<file path="src/rtl/sm3_hash_engine_top_macros.svh">
// Assertion macros for the SM3 hash engine.
`ifndef SM3_HASH_ENGINE_TOP_MACROS_SVH
`define SM3_HASH_ENGINE_TOP_MACROS_SVH
`ifndef SYNTHESIS
`define SM3_ASSERT(lbl, clk, rstn, prop, msg) \
  lbl: assert property (@(posedge clk) disable iff (!rstn) (prop)) else $error(msg);
`define SM3_ASSERT_NEXT(lbl, clk, rstn, ante, cons, msg) \
  lbl: assert property (@(posedge clk) disable iff (!rstn) (ante) |=> (cons)) else $error(msg);
`else
`define SM3_ASSERT(lbl, clk, rstn, prop, msg)
`define SM3_ASSERT_NEXT(lbl, clk, rstn, ante, cons, msg)
`endif
`endif

</file>
<file path="src/rtl/sm3_pkg.sv">
// ----------------------------------------------------------------------------
// sm3_pkg
// Shared types, constants and round functions of the SM3 hash engine.
// ----------------------------------------------------------------------------
package sm3_pkg;

  localparam logic [31:0] TLow  = 32'h79CC4519;
  localparam logic [31:0] THigh = 32'h7A879D8A;
  localparam logic [7:0]  PadByte = 8'h80;
  localparam logic [5:0]  LenPos = 6'd56;
  localparam int unsigned NumRounds = 64;

  localparam logic [31:0] IvReset [8] = '{
    32'h7380166F, 32'h4914B2B9, 32'h172442D7, 32'hDA8A0600,
    32'hA96F30BC, 32'h163138AA, 32'hE38DEE4D, 32'hB0FB0E4E
  };

  // Commands from the controller to the datapath
  typedef struct packed {
    logic       start_msg;  // load chaining value from IV
    logic       put_byte;   // write put_val into buffer at fill position
    logic [7:0] put_val;
    logic       round;      // run one compression round
    logic       load_exp;   // load block into window and working regs
    logic       fold;       // xor working regs into chaining value
    logic       clr_total;  // clear byte total and fill count
    logic       cnt_byte;   // bump byte total
  } sm3_cmd_t;

  // Status from the datapath to the controller
  typedef struct packed {
    logic [5:0]  fill;
    logic [63:0] bits;
  } sm3_stat_t;

  function automatic logic [31:0] rol(input logic [31:0] x, input logic [4:0] n);
    logic [63:0] d;
    d = {x, x} << n;
    return d[63:32];
  endfunction

  function automatic logic [31:0] p0(input logic [31:0] x);
    return x ^ rol(x, 5'd9) ^ rol(x, 5'd17);
  endfunction

  function automatic logic [31:0] p1(input logic [31:0] x);
    return x ^ rol(x, 5'd15) ^ rol(x, 5'd23);
  endfunction

endpackage

</file>
<file path="src/rtl/sm3_hash_engine_top.sv">
// ----------------------------------------------------------------------------
// sm3_hash_engine_top
// SM3 hash engine: streams big-endian words, pads, returns eight digest words.
// ----------------------------------------------------------------------------
// Takes one message word per transfer; its valid bytes, and on the final
// word the padding, go into the block buffer at one byte per cycle, pausing
// while a full block compresses. Each 64-byte block runs 64 compression
// rounds on a single round unit, one per cycle, between a load and a fold
// step; the final word adds one or two more blocks. The eight digest words
// come out in order. The user must write IV registers through the config
// port only while idle (unchecked); they take effect at next message start.
module sm3_hash_engine_top (
  input  logic        clk_i,
  input  logic        rst_ni,
  input  logic        in_valid_i,
  output logic        in_stall_o,
  input  logic [31:0] message_word_i,
  input  logic [2:0]  valid_bytes_i,
  input  logic        end_of_message_i,
  output logic        out_valid_o,
  input  logic        out_stall_i,
  output logic [31:0] digest_word_o,
  output logic [2:0]  word_index_o,
  output logic        last_word_o,
  input  logic        cfg_valid_i,
  output logic        cfg_ready_o,
  input  logic [2:0]  cfg_index_i,
  input  logic [31:0] cfg_data_i
);
  import sm3_pkg::*;
`include "sm3_hash_engine_top_macros.svh"

  logic [31:0] iv_q [8];
  sm3_cmd_t    cmd;
  sm3_stat_t   stat;
  logic [6:0]  rnd;

  assign cfg_ready_o = 1'b1;

  // IV register file
  always_ff @(posedge clk_i or negedge rst_ni) begin
    if (!rst_ni) begin
      for (int i = 0; i < 8; i++) iv_q[i] <= IvReset[i];
    end else if (cfg_valid_i) begin
      iv_q[cfg_index_i] <= cfg_data_i;
    end
  end

  sm3_ctrl u_ctrl (
    .clk_i, .rst_ni, .in_valid_i, .in_stall_o, .message_word_i, .valid_bytes_i,
    .end_of_message_i, .out_valid_o, .out_stall_i, .word_index_o, .last_word_o,
    .cmd_o(cmd), .rnd_o(rnd), .stat_i(stat)
  );

  sm3_datapath u_dp (
    .clk_i, .rst_ni, .cmd_i(cmd), .rnd_i(rnd), .iv_i(iv_q), .dsel_i(word_index_o),
    .stat_o(stat), .dword_o(digest_word_o)
  );

  `SM3_ASSERT(a_no_in_while_out, clk_i, rst_ni, !(out_valid_o && !in_stall_o), "input open during digest")
  `SM3_ASSERT(a_round_range, clk_i, rst_ni, !cmd.round || rnd < 7'd64, "round count out of range")
  `SM3_ASSERT_NEXT(a_idx_adv, clk_i, rst_ni, out_valid_o && !out_stall_i && !last_word_o, out_valid_o, "digest cut short")

endmodule

</file>
<file path="src/rtl/sm3_datapath.sv">
// ----------------------------------------------------------------------------
// sm3_datapath
// Block buffer, byte counters, message expansion window, round logic and
// chaining value of the SM3 engine.
// ----------------------------------------------------------------------------
module sm3_datapath (
  input  logic                clk_i,
  input  logic                rst_ni,
  input  sm3_pkg::sm3_cmd_t   cmd_i,
  input  logic [6:0]          rnd_i,
  input  logic [31:0]         iv_i [8],
  input  logic [2:0]          dsel_i,
  output sm3_pkg::sm3_stat_t  stat_o,
  output logic [31:0]         dword_o
);
  import sm3_pkg::*;

  logic [31:0] buf_q [16];
  logic [31:0] win_q [16];
  logic [31:0] wr_q [8];
  logic [31:0] wr_d [8];
  logic [31:0] cv_q [8];
  logic [63:0] total_q;
  logic [5:0]  fill_q;

  logic [3:0]  widx;
  logic [1:0]  bsel;
  logic [31:0] wnew, w0, w4, tj, a12, ss1, ss2, ff, gg, tt1, tt2;
  logic        lo;

  assign widx = fill_q[5:2];
  assign bsel = fill_q[1:0];
  assign stat_o.fill = fill_q;
  assign stat_o.bits = {total_q[60:0], 3'b000};
  assign dword_o = cv_q[dsel_i];

  // expansion and round
  always_comb begin
    lo   = (rnd_i < 7'd16);
    w0   = win_q[0];
    w4   = win_q[4];
    wnew = p1(win_q[0] ^ win_q[7] ^ rol(win_q[13], 5'd15)) ^ rol(win_q[3], 5'd7)
           ^ win_q[10];
    tj   = lo ? TLow : THigh;
    a12  = rol(wr_q[0], 5'd12);
    ss1  = rol(a12 + wr_q[4] + rol(tj, rnd_i[4:0]), 5'd7);
    ss2  = ss1 ^ a12;
    ff   = lo ? (wr_q[0] ^ wr_q[1] ^ wr_q[2])
              : ((wr_q[0] & wr_q[1]) | (wr_q[0] & wr_q[2]) | (wr_q[1] & wr_q[2]));
    gg   = lo ? (wr_q[4] ^ wr_q[5] ^ wr_q[6])
              : ((wr_q[4] & wr_q[5]) | (~wr_q[4] & wr_q[6]));
    tt1  = ff + wr_q[3] + ss2 + (w0 ^ w4);
    tt2  = gg + wr_q[7] + ss1 + w0;
    wr_d[0] = tt1;
    wr_d[1] = wr_q[0];
    wr_d[2] = rol(wr_q[1], 5'd9);
    wr_d[3] = wr_q[2];
    wr_d[4] = p0(tt2);
    wr_d[5] = wr_q[4];
    wr_d[6] = rol(wr_q[5], 5'd19);
    wr_d[7] = wr_q[6];
  end

  // counters
  always_ff @(posedge clk_i or negedge rst_ni) begin
    if (!rst_ni) begin
      total_q <= '0;
      fill_q  <= '0;
    end else if (cmd_i.clr_total) begin
      total_q <= '0;
      fill_q  <= '0;
    end else begin
      if (cmd_i.cnt_byte) total_q <= total_q + 64'd1;
      if (cmd_i.put_byte) fill_q <= fill_q + 6'd1;
    end
  end

  // chaining value
  always_ff @(posedge clk_i or negedge rst_ni) begin
    if (!rst_ni) begin
      for (int i = 0; i < 8; i++) cv_q[i] <= IvReset[i];
    end else if (cmd_i.start_msg) begin
      for (int i = 0; i < 8; i++) cv_q[i] <= iv_i[i];
    end else if (cmd_i.fold) begin
      for (int i = 0; i < 8; i++) cv_q[i] <= cv_q[i] ^ wr_q[i];
    end
  end

  // buffer, window and working registers
  always_ff @(posedge clk_i) begin
    if (cmd_i.put_byte) begin
      case (bsel)
        2'd0: buf_q[widx][31:24] <= cmd_i.put_val;
        2'd1: buf_q[widx][23:16] <= cmd_i.put_val;
        2'd2: buf_q[widx][15:8]  <= cmd_i.put_val;
        default: buf_q[widx][7:0] <= cmd_i.put_val;
      endcase
    end
    if (cmd_i.load_exp) begin
      for (int i = 0; i < 16; i++) win_q[i] <= buf_q[i];
      for (int i = 0; i < 8; i++) wr_q[i] <= cv_q[i];
    end else if (cmd_i.round) begin
      for (int i = 0; i < 15; i++) win_q[i] <= win_q[i+1];
      win_q[15] <= wnew;
      for (int i = 0; i < 8; i++) wr_q[i] <= wr_d[i];
    end
  end

endmodule

</file>
<file path="src/rtl/sm3_ctrl.sv">
// ----------------------------------------------------------------------------
// sm3_ctrl
// Sequencer: feeds bytes and padding, runs 64 rounds per block, emits digest.
// ----------------------------------------------------------------------------
module sm3_ctrl (
  input  logic               clk_i,
  input  logic               rst_ni,
  input  logic               in_valid_i,
  output logic               in_stall_o,
  input  logic [31:0]        message_word_i,
  input  logic [2:0]         valid_bytes_i,
  input  logic               end_of_message_i,
  output logic               out_valid_o,
  input  logic               out_stall_i,
  output logic [2:0]         word_index_o,
  output logic               last_word_o,
  output sm3_pkg::sm3_cmd_t  cmd_o,
  output logic [6:0]         rnd_o,
  input  sm3_pkg::sm3_stat_t stat_i
);
  import sm3_pkg::*;

  typedef enum logic [2:0] {
    ST_IDLE, ST_BYTES, ST_LOAD, ST_ROUND, ST_FOLD, ST_PAD, ST_OUT
  } state_e;

  state_e      state_q, state_d;
  logic [31:0] word_q, word_d;
  logic [2:0]  left_q, left_d;
  logic        last_q, last_d;
  logic        open_q, open_d;
  logic        padding_q, padding_d;  // message ended, padding in progress
  logic        pad80_q, pad80_d;      // pad byte already placed
  logic        lenok_q, lenok_d;      // current block carries the length field
  logic [63:0] bits_q, bits_d;
  logic [6:0]  rnd_q, rnd_d;
  logic [2:0]  oidx_q, oidx_d;
  logic [2:0]  nv;
  logic [7:0]  pb;
  logic [2:0]  lb;

  assign in_stall_o   = (state_q != ST_IDLE);
  assign out_valid_o  = (state_q == ST_OUT);
  assign word_index_o = oidx_q;
  assign last_word_o  = (oidx_q == 3'd7);
  assign rnd_o        = rnd_q;
  assign nv = (valid_bytes_i > 3'd4) ? 3'd4 : valid_bytes_i;
  assign lb = 3'd7 - stat_i.fill[2:0];

  always_comb begin
    state_d = state_q; word_d = word_q; left_d = left_q; last_d = last_q;
    open_d = open_q; padding_d = padding_q; pad80_d = pad80_q; bits_d = bits_q;
    rnd_d = rnd_q; oidx_d = oidx_q; lenok_d = lenok_q;
    cmd_o = '0;
    pb = '0;
    case (state_q)
      ST_IDLE: begin
        if (in_valid_i) begin
          if (!open_q) begin
            cmd_o.start_msg = 1'b1;
            cmd_o.clr_total = 1'b1;
            open_d = 1'b1;
          end
          word_d = message_word_i;
          left_d = nv;
          last_d = end_of_message_i;
          state_d = ST_BYTES;
        end
      end
      ST_BYTES: begin
        if (left_q != 3'd0) begin
          cmd_o.put_byte = 1'b1;
          cmd_o.put_val  = word_q[31:24];
          cmd_o.cnt_byte = 1'b1;
          word_d = {word_q[23:0], 8'h00};
          left_d = left_q - 3'd1;
          if (stat_i.fill == 6'd63) state_d = ST_LOAD;
        end else if (last_q) begin
          padding_d = 1'b1;
          pad80_d = 1'b0;
          bits_d = stat_i.bits;
          state_d = ST_PAD;
        end else begin
          state_d = ST_IDLE;
        end
      end
      ST_PAD: begin
        if (!pad80_q) begin
          pb = PadByte;
          // the length fits this block only when the pad byte lands ahead of it
          lenok_d = (stat_i.fill < LenPos);
        end else if (lenok_q && stat_i.fill >= LenPos) begin
          case (lb)
            3'd7: pb = bits_q[63:56];
            3'd6: pb = bits_q[55:48];
            3'd5: pb = bits_q[47:40];
            3'd4: pb = bits_q[39:32];
            3'd3: pb = bits_q[31:24];
            3'd2: pb = bits_q[23:16];
            3'd1: pb = bits_q[15:8];
            default: pb = bits_q[7:0];
          endcase
        end
        cmd_o.put_byte = 1'b1;
        cmd_o.put_val  = pb;
        pad80_d = 1'b1;
        if (stat_i.fill == 6'd63) state_d = ST_LOAD;
      end
      ST_LOAD: begin
        cmd_o.load_exp = 1'b1;
        rnd_d = '0;
        state_d = ST_ROUND;
      end
      ST_ROUND: begin
        cmd_o.round = 1'b1;
        rnd_d = rnd_q + 7'd1;
        if (rnd_q == 7'(NumRounds - 1)) state_d = ST_FOLD;
      end
      ST_FOLD: begin
        cmd_o.fold = 1'b1;
        if (padding_q) begin
          // finish once the block with the length is folded, else pad one more
          if (lenok_q) begin
            oidx_d = '0;
            state_d = ST_OUT;
          end else begin
            lenok_d = 1'b1;
            state_d = ST_PAD;
          end
        end else state_d = ST_BYTES;
      end
      ST_OUT: begin
        if (!out_stall_i) begin
          oidx_d = oidx_q + 3'd1;
          if (oidx_q == 3'd7) begin
            state_d = ST_IDLE;
            open_d = 1'b0;
            padding_d = 1'b0;
            cmd_o.clr_total = 1'b1;
          end
        end
      end
      default: state_d = ST_IDLE;
    endcase
  end

  always_ff @(posedge clk_i or negedge rst_ni) begin
    if (!rst_ni) begin
      state_q <= ST_IDLE;
      open_q <= 1'b0;
      padding_q <= 1'b0;
      pad80_q <= 1'b0;
      lenok_q <= 1'b0;
      left_q <= '0;
      last_q <= 1'b0;
      rnd_q <= '0;
      oidx_q <= '0;
      word_q <= '0;
      bits_q <= '0;
    end else begin
      state_q <= state_d;
      open_q <= open_d;
      padding_q <= padding_d;
      pad80_q <= pad80_d;
      lenok_q <= lenok_d;
      left_q <= left_d;
      last_q <= last_d;
      rnd_q <= rnd_d;
      oidx_q <= oidx_d;
      word_q <= word_d;
      bits_q <= bits_d;
    end
  end

endmodule

</file>
<file path="config.mk">
export PLATFORM = sky130hd
export DESIGN_NAME = sm3_hash_engine_top
export DESIGN_NICKNAME = d
export VERILOG_FILES = /design/src/rtl/sm3_pkg.sv /design/src/rtl/sm3_hash_engine_top.sv /design/src/rtl/sm3_datapath.sv /design/src/rtl/sm3_ctrl.sv
export VERILOG_INCLUDE_DIRS = /design/src /design/src/rtl
export SDC_FILE = /design/constraint.sdc
export NUM_CORES = 2
export LEC_CHECK = 0
export ABC_AREA = 1
export ABC_CLOCK_PERIOD_IN_PS = 27300
export BUFFER_PORTS_ARGS = -buffer_cell sky130_fd_sc_hd__buf_2
export CORE_MARGIN = 5
export CORE_UTILIZATION = 64
export CTS_CLUSTER_DIAMETER = 120
export DETAILED_ROUTE_END_ITERATION = 10
export PLACE_DENSITY = 0.77
export SLEW_MARGIN = 10
export SYNTH_ARGS = -nofsm -noshare
export SYNTH_HDL_FRONTEND = slang
export SYNTH_SLANG_ARGS = --single-unit
export TNS_END_PERCENT = 20
</file>
<file path="constraint.sdc">
create_clock -name clk_i -period 27.3 [get_ports clk_i]
set_input_delay 2.73 -clock clk_i [delete_from_list [all_inputs] [get_ports clk_i]]
set_output_delay 2.73 -clock clk_i [all_outputs]
set_load 0.01 [all_outputs]
</file>
==> results.tsv <==
stage	metric	value	unit
floorplan	Std-Cell Rows	143	
critical_path	Top cell by count, worst path	nand2_1	
critical_path	critical path required time	27.84	ns
timing	Setup TNS	0	ns
synth	syn_area_per_cell	9.83	µm²
timing	Fmax	92.3	MHz
critical_path	CP max stage delay	0.98	ns
synth	Yosys reg bits	1973	
critical_path	critical path class	flip-flop to flip-flop	
detailed_routing	DRT Pass-1 Iters	7	
synth	Syn Nets	10300	
synth	Synth top area share	39.3	%
timing	fin. max-slew vios	8	
detailed_routing	DRC	0	
critical_path	critical path endpoint category	flip-flop	
critical_path	Critical R2R Launch	u_ctrl.rnd_o[4]$_DFFE_PN0P_	
global_routing	GRT Util Overall	42.5	%
cells_and_area	P&R area growth vs syn	9.11	%
global_routing	global routing usage on met1	56.7	%
synth	Mapped Area	97700	µm²
cells_and_area	fin nets	10300	
global_routing	Remaining Overflow, GRT	0	
clock_tree	TritonCTS clock tree	built	
detailed_routing	antenna-violating nets left	0	
critical_path	Critical Path AT	11.38	ns
clock_tree	clock sink count	1973	
synth	Yosys cell types	57	
worst_hold_path	hold path start	iv_q[221]$_DFFE_PN0P_	
outcome	failing checks	max-capacitance violations, max-slew violations	
worst_hold_path	Min-Delay Path Class	flip-flop to flip-flop	
cells_and_area	Non-Filler Instances	12100	
clock_tree	CTS buffer count	194	
detailed_routing	Via density	6.37	
placement	Buffers on Ports	113	
timing	unrepaired setup endpoints after global routing	false	
floorplan	DIE AREA	161000	µm²
floorplan	Die X	401	µm
clock_tree	post-cts resize count	0	
synth	Ys Warns	0	
timing	Worst Max-Slew Pin Slew	1.55	ns
timing	Setup-failing EPs final	0	
detailed_routing	via count	77200	
detailed_routing	Routed WL	348	mm
critical_path	crit path max fanout	33	
timing	Tmin final	10.84	ns
timing	worst setup margin	16.46	ns
detailed_routing	Wirelength per Cell	28.7	µm
placement	Placer Congestion	1.05	
synth	synth cell count leaders	3170 x nand2_1, 1280 x edfxtp_1, 926 x inv_1, 893 x o21ai_0, 455 x dfrtp_1	
clock_tree	setup bufs post-CTS	0	
clock_tree	clock root buffer	clkbuf_16	
cells_and_area	layout cells sized above 1	8.18	%
floorplan	Initial Utilization	64.3	%
critical_path	slowest CP cell	o21ai_0	
global_routing	GRT met3 Usage	15.6	%
placement	HPWL Detailed	247	mm
clock_tree	worst-skew pair later-pin latency	0.86	ns
critical_path	cell family with most CP delay	compound AO/OA/AOI/OAI gates	
timing	Post-Route Skew	0.0636	ns
clock_tree	# hold bufs at CTS	0	
outcome	run status	complete, but fails checks	
synth	Seq/Total Area, Yosys	57.4	%
clock_tree	clock-pin slew on the worst setup and hold paths	0.06	ns
placement	placed insts	11700	
synth	Most used DFF post-synth	edfxtp_1	
global_routing	largest net degree at the start of global routing	193	
clock_tree	H-Tree Level Count	4	
synth	FFs w/ async S/R, synth	35.1	%
global_routing	GRT Max-Usage Layer	met2	
critical_path	CP bufs+invs	8	
synth	Post-synth EDFFs	1280	
job	maxcap violations	2	
global_routing	antenna violations before repair	26	
synth	Post-Syn Instances	9945	
global_routing	met2 Use GR	61.2	%
floorplan	core box area	152000	µm²
global_routing	global-route wire length before repair	499	mm
placement	Post-Place Worst Slack	16.96	ns
timing	Final Cycle Share	39.7	%
clock_tree	Max Root-Sink Buffers	3	
global_routing	vias in the first global route	73100	
critical_path	Setup crit start	u_ctrl.rnd_o[4]$_DFFE_PN0P_	
synth	top cells by area, synth	edfxtp_1 39%, nand2_1 12%, dfrtp_1 12%	
critical_path	CP Launch Type	flip-flop	
synth	post-synth top area cell	edfxtp_1	
floorplan	chip height	401	µm
floorplan	IO Pins	115	
timing	Slew headroom	-3.84	%
synth	count leader, synth	nand2_1	
detailed_routing	Iteration-0 DRC Markers	12200	
timing	Final Hold Viols	0	
## per-stage QoR
stage,area [µm²],util [%],hold WS [ns]
floorplan,97700,-,0.449
global placement,100000,65.9,0.463
detailed placement,100000,65.9,0.470
CTS,107000,70.2,0.470
global route,107000,70.2,0.502
finish,107000,70.2,0.470
## metal layers
layer	wire length (µm)	share of wire, %
met3	50200	14
met4	23100	6.7
met5	276	0.079
met1	125000	36
met2	149000	43
## placed cells by master, fill, tap and decap left out, types with 238 or more instances in the layout
cell type,Yosys,routed
a21oi_1,345,344
dfrtp_1,455,453
dfstp_2,238,238
edfxtp_1,1280,1280
inv_1,926,924
nand2_1,3170,3159
nand3_1,276,275
nor2_1,323,321
o21ai_0,893,888
xnor2_1,332,331
xor2_1,240,239
## kinds of logic (layout without fill, tap and decap cells)
| kind of cell | count (synthesis) | count (layout) | share of synthesized area (%) |
|---|---|---|---|
| buffers and inverters | 1371 | 1511 | 5.40 |
| and+or+nand+nor | 3993 | 3993 | 16.2 |
| other | 1 | 13 | 0.00384 |
| muxes | 35 | 35 | 0.359 |
| adders and majority gates | 301 | 301 | 5.30 |
| xor gates and xnor gates | 575 | 575 | 5.20 |
| DFF | 1973 | 1973 | 57.4 |
| AOI/OAI and AO/OA | 1696 | 1696 | 10.1 |
## final cells by class
cell class / count / area (µm²)
flip-flops and latches: 1973 / 56100
fillers: 10700 / 45300
multi-input cells: 6601 / 36600
clock buffers: 275 / 5460
inverters: 940 / 3550
well taps: 2030 / 2540
repair buffers: 205 / 1330
clock inverters: 91 / 1060
diodes: 12 / 30.0
## worst paths after layout
path / depth (start not counted) / to / slack, ns
max: 37 / u_dp.wr_q[0][145]$_DFFE_PP_ / 16.46
min: 2 / u_dp.cv_q[221]$_DFFE_PN0P_ / 0.47
max reg2reg: 37 / u_dp.wr_q[0][145]$_DFFE_PP_ / 16.46
min reg2reg: 2 / u_dp.cv_q[221]$_DFFE_PN0P_ / 0.47
max in group asynchronous: 5 / u_dp.total_q[10]$_DFFE_PN0P_ / 21.11
min in group asynchronous: 1 / iv_q[172]$_DFFE_PN0P_ / 1.96
## state kept, by name, summed over array words and instances, names as in the netlist
register	count
u_ctrl.word_index_o	3
u_dp.buf_q	512
u_ctrl.bits_q	61
u_dp.wr_q	256
u_ctrl.pad80_q	1
u_ctrl.rnd_o	7
u_ctrl.lenok_q	1
u_dp.total_q	61
u_dp.win_q	512
u_ctrl.left_q	3
u_dp.fill_q	6
u_dp.cv_q	256
u_ctrl.state_q	3
u_ctrl.open_q	1
u_ctrl.last_q	1
u_ctrl.word_q	32
u_ctrl.padding_q	1
iv_q	256
## worst reg2reg max path: cells and delay by family (launching register included)
family,cells,cell delay (ns)
AO/OA/AOI/OAI,8,2.94
adder cells (fa/ha/maj),6,2.54
XOR/XNOR,3,1.45
flip-flops,1,0.32
buffers and inverters,8,1.25
AND/OR/NAND/NOR,12,2.07
Power is left out: the tool's default activity adds up to more than one toggle a clock period on the data nets, which glitch-free logic cannot reach.
